===== src/hw/rtl/tli_pkg.sv =====
// Shared types and constants for the table linear interpolator.
// Used by tli_front, tli_back and table_linear_interpolator.
`timescale 1ns / 1ps

package tli_pkg;

   // Table geometry.
   localparam int TABLE_DEPTH = 1024;
   localparam int IDX_W       = $clog2(TABLE_DEPTH);
   localparam int CNT_W       = IDX_W + 1;

   // Field widths of the ports.
   localparam int ENTRY_INDEX_W = 10;
   localparam int POINTS_W      = 11;
   localparam int KEY_W         = 32;
   localparam int VALUE_W       = 32;

   // Queue between the front and the back.
   localparam int QUEUE_DEPTH = 4;
   localparam int QPTR_W      = $clog2(QUEUE_DEPTH);

   // Number of quotient bits produced by the divider.
   localparam int DIV_STEPS = VALUE_W;
   localparam int DIV_CNT_W = $clog2(DIV_STEPS);

   // Operation codes on the input channel.
   localparam logic OP_LOAD  = 1'b0;
   localparam logic OP_QUERY = 1'b1;

   // Item classes decided by the front.
   typedef enum logic [1:0] {
      KIND_LOAD,
      KIND_QUERY,
      KIND_SHORT
   } tli_kind_type;

   // One queued item.
   typedef struct packed {
      tli_kind_type       kind;
      logic [IDX_W-1:0]   index;
      logic [KEY_W-1:0]   key;
      logic [VALUE_W-1:0] value;
   } tli_item_type;

endpackage


===== src/hw/rtl/tli_front.sv =====
// Front end: accepts input items, holds the point count register, classifies
// items and queues them for the back end. Depends on tli_pkg.
`timescale 1ns / 1ps

module tli_front
   import tli_pkg::*;
(
   input  logic                            clock,
   input  logic                            reset,
   input  logic                            push,
   output logic                            full,
   input  logic                            req_operation,
   input  logic [ENTRY_INDEX_W-1:0]        req_entry_index,
   input  logic [KEY_W-1:0]                req_key,
   input  logic signed [VALUE_W-1:0]       req_entry_value,
   input  logic                            csr_valid,
   output logic                            csr_ready,
   input  logic [POINTS_W-1:0]             csr_points_in_use,
   output logic [CNT_W-1:0]                points,
   output logic                            q_valid,
   output tli_item_type                    q_item,
   input  logic                            q_pop
);

   logic [CNT_W-1:0]  points_ff, points_in;
   tli_item_type      queue_ff [QUEUE_DEPTH];
   logic [QPTR_W-1:0] wr_ptr_ff, wr_ptr_in;
   logic [QPTR_W-1:0] rd_ptr_ff, rd_ptr_in;
   logic [QPTR_W:0]   count_ff, count_in;
   logic              accept;
   logic              keep;
   tli_item_type      item;

   // The count register takes a write in any cycle; counts beyond the table saturate.
   assign csr_ready = 1'b1;
   always_comb begin
      points_in = points_ff;
      if (csr_valid) begin
         if (32'(csr_points_in_use) > 32'(TABLE_DEPTH)) begin
            points_in = CNT_W'(TABLE_DEPTH);
         end else begin
            points_in = CNT_W'(csr_points_in_use);
         end
      end
   end
   assign points = points_ff;

   // Classify the incoming item; a load outside the table is dropped.
   always_comb begin
      item.index = IDX_W'(req_entry_index);
      item.key   = req_key;
      item.value = req_entry_value;
      keep       = 1'b1;
      if (req_operation == OP_QUERY) begin
         item.kind = (points_ff < CNT_W'(2)) ? KIND_SHORT : KIND_QUERY;
      end else begin
         item.kind = KIND_LOAD;
         keep      = 32'(req_entry_index) < 32'(TABLE_DEPTH);
      end
   end

   // Queue bookkeeping.
   assign full    = count_ff == (QPTR_W + 1)'(QUEUE_DEPTH);
   assign accept  = push && !full;
   assign q_valid = count_ff != '0;
   assign q_item  = queue_ff[rd_ptr_ff];

   always_comb begin
      wr_ptr_in = wr_ptr_ff;
      rd_ptr_in = rd_ptr_ff;
      count_in  = count_ff;
      if (accept && keep) begin
         wr_ptr_in = wr_ptr_ff + QPTR_W'(1);
      end
      if (q_pop) begin
         rd_ptr_in = rd_ptr_ff + QPTR_W'(1);
      end
      if ((accept && keep) && !q_pop) begin
         count_in = count_ff + (QPTR_W + 1)'(1);
      end else if (!(accept && keep) && q_pop) begin
         count_in = count_ff - (QPTR_W + 1)'(1);
      end
   end

   always_ff @(posedge clock) begin
      if (reset) begin
         points_ff <= '0;
         wr_ptr_ff <= '0;
         rd_ptr_ff <= '0;
         count_ff  <= '0;
      end else begin
         points_ff <= points_in;
         wr_ptr_ff <= wr_ptr_in;
         rd_ptr_ff <= rd_ptr_in;
         count_ff  <= count_in;
      end
      if (accept && keep) begin
         queue_ff[wr_ptr_ff] <= item;
      end
   end

endmodule


===== config.mk =====
export PLATFORM = sky130hd
export DESIGN_NAME = tli_front
export DESIGN_NICKNAME = d
export VERILOG_FILES = /design/src/hw/rtl/tli_pkg.sv /design/src/hw/rtl/tli_front.sv
export SDC_FILE = /design/constraint.sdc
export NUM_CORES = 1
export LEC_CHECK = 0
export BUFFER_PORTS_ARGS = -buffer_cell sky130_fd_sc_hd__buf_2
export CORE_MARGIN = 1
export CORE_UTILIZATION = 45
export DETAILED_ROUTE_END_ITERATION = 6
export PLACE_DENSITY = 0.65
export SKIP_LAST_GASP = 1
export SLEW_MARGIN = 20
export SYNTH_ARGS = -nofsm -noshare
export SYNTH_HDL_FRONTEND = slang
export SYNTH_SLANG_ARGS = --single-unit

===== constraint.sdc =====
create_clock -name clock -period 4.15 [get_ports clock]
set_input_delay 0.83 -clock clock [delete_from_list [all_inputs] [get_ports clock]]
set_output_delay 0.83 -clock clock [all_outputs]
set_load 0.01 [all_outputs]

==> qor.txt <==
Routed Antenna Nets: 0
Max Freq: 0.317 GHz
TritonCTS buffer count: 31
Initial Util: 0.459
YS warnings: 0
Slew Viols, Final: 0
Crit path cell chain: buf_4 > mux4_2 > buf_2
Syn Inst Count: 501
Synth top area share: 0.764
Hold_buf cts: 0
Syn Area/Cell: 23.9 µm²
DIE AREA: 27200 µm²
Root Buffer: clkbuf_16
Initial antenna violation count: 2
Sequential fraction of the synthesis area: 0.797
Crit Path Max Fanout: 18
Startpoint types: flop
Relative slew margins: 0.557
Worst Path Arrival: 2.33 ns
Synth unique cells: 29
Die span in y: 165 µm
H-tree lvl count: 1
Post-Syn Area: 12000 µm²
Core area: 26100 µm²
Vias in the first global route: 5964
DP HPWL: 13600 µm
Unrepaired setup endpoints after global routing: no
Setup TNS: 0 ns
Worst path slowest cell: mux4_2
Post-layout min period: 3.16 ns
Port buffer count: 179
Drt pass-1 iters: 5
Non-Filler Instances: 1064
Required time of the critical path: 3.32 ns
Via/cell ratio: 5.23
Final Skew: 0.0115 ns
Status: finished, final reports clean
Syn_nets: 598
Commonest non-fill, non-tap cell in the layout: edfxtp_1
CTS Buffer Depth: 3
Pwr dens: 538 nW/µm²
Slowest stage delay, CP: 0.59 ns
Fin crit share: 0.761
Number of clock sinks: 324
Peak VDD IR: 316 µV
Max-cap viol count: 0
Lkg Pwr: 0.00488 µW
Setup crit end kind: output port
Rows: 59
Drt wl/cell: 20.8 µm
CTS tree: done
Ports: 181
Worst-Skew Late Latency: 0.54 ns
Die Wd: 165 µm
Area grow syn2layout: 19.2%
Hold Fails Final Rpt: 0
First-pass GRT wire length: 33500 µm
WL final: 22100 µm
Post-synthesis register bit count: 324
Commonest cells after routing, fill and taps aside: edfxtp_1, buf_2, mux4_2
Fillers: 1989
DRC viols: 0
Gpl congestion: 0.804
Total placed cells including tap cells: 1006
HP Class: flop to flop
Layout cells sized above 1: 0.441
Post_cts resized: 0
DR iter-0 viols: 378
Total number of vias: 5566
Post-CTS Setup Inserts: 0
Global-route usage over all layers: 0.165
Flop-to-flop setup slack: 1.79 ns
Least-Margin Pin Slew: 0.664 ns
Setup violators final: 0
Largest area contributor in the netlist: edfxtp_1
WS Path Type: flop to output port
Overflow after GRT: 0
Pin count of the biggest net entering global routing: 50
Layout Nets: 801
Tot Pwr: 7660 µW
Clock Pin Slew Worst Setup and Hold Paths: 0.06 ns
Top post-synthesis cells by area: edfxtp_1, mux4_2, dfxtp_1
-- cells in the mapped netlist, drive strengths merged --
library cell	count
a31oi	2
ha	5
mux4	76
and2	4
a21oi	9
nor3	4
clkbuf	2
mux2i	6
o21ai	2
conb	1
inv	6
buf	20
fa	1
nor3b	1
nand3b	6
xor2	3
dfxtp	20
edfxtp	304
nor2	9
xnor2	1
or3	3
nand2b	9
nand3	1
nand2	2
nor4	4
-- stage by stage --
stage / hold slack, ns / util / setup slack, ns / area, µm²
after floorplan: 0.461 / - / 0.768 / 12000
after global routing: 0.478 / 0.546 / 0.826 / 14200
after CTS: 0.461 / 0.546 / 0.877 / 14200
after detailed placement: 0.470 / 0.508 / 1.34 / 13200
final: 0.480 / 0.546 / 0.992 / 14200
after global placement: 0.457 / 0.507 / 1.39 / 13200
-- routing by layer --
layer / global-route usage / up-vias / share of wire
met5: 0 / - / 0
met4: 0.0396 / 0 / 0.015
met3: 0.0347 / 27 / 0.062
met2: 0.276 / 168 / 0.49
met1: 0.221 / 2864 / 0.43
li1: - / 2507 / -
-- flip-flops by register name (all words and copies together), names as in the netlist, named ones only --
register / flops
count_ff: 3
points: 11
queue_ff: 304
rd_ptr_ff: 2
wr_ptr_ff: 2
-- final timing paths --
kind | start | end | cells past startpoint
max | flop | q_item[28] | 3
max reg2reg | count_ff[0]$_SDFFE_PP0P_ | count_ff[2]$_SDFFE_PP0P_ | 8
min | points[0]$_SDFFE_PP0P_ | points[0]$_SDFFE_PP0P_ | 2
min reg2reg | points[0]$_SDFFE_PP0P_ | points[0]$_SDFFE_PP0P_ | 2
-- critical path: cells and delay by family, from the launching register on --
kind	cells	cell delay, ns
flip-flops	1	0.58
buffers and inverters	2	0.60
multiplexers	1	0.59
-- cell families after synthesis --
| kind of cell | count (synthesis) | share of synthesized area |
|---|---|---|
| multiplexers | 82 | 0.148 |
| AND/OR/NAND/NOR | 43 | 0.0204 |
| XOR/XNOR | 4 | 0.00293 |
| flip-flops | 324 | 0.797 |
| other | 1 | 0.000314 |
| buffers and inverters | 28 | 0.0181 |
| adder cells (fa/ha/maj) | 6 | 0.00691 |
| AO/OA/AOI/OAI | 13 | 0.00565 |
-- where the power goes --
group	switching (µW)	internal, µW	leakage [µW]
combinational	514	420	0.00144
sequential	89.5	3870	0.00295
clock	1150	1610	0.000494
-- layout make-up --
cell class / instances / area, µm² / area share
clock inverters: 25 / 226 / 0.0159
well taps: 335 / 419 / 0.0294
multi-input cells: 149 / 2210 / 0.156
clock buffers: 32 / 779 / 0.0547
flip-flops and latches: 324 / 9540 / 0.670
repair buffers: 192 / 1040 / 0.0729
inverters: 6 / 22.5 / 0.00158
diodes: 1 / 2.50 / 0.000176
No activity file was read; power rests on OpenSTA's default activity.
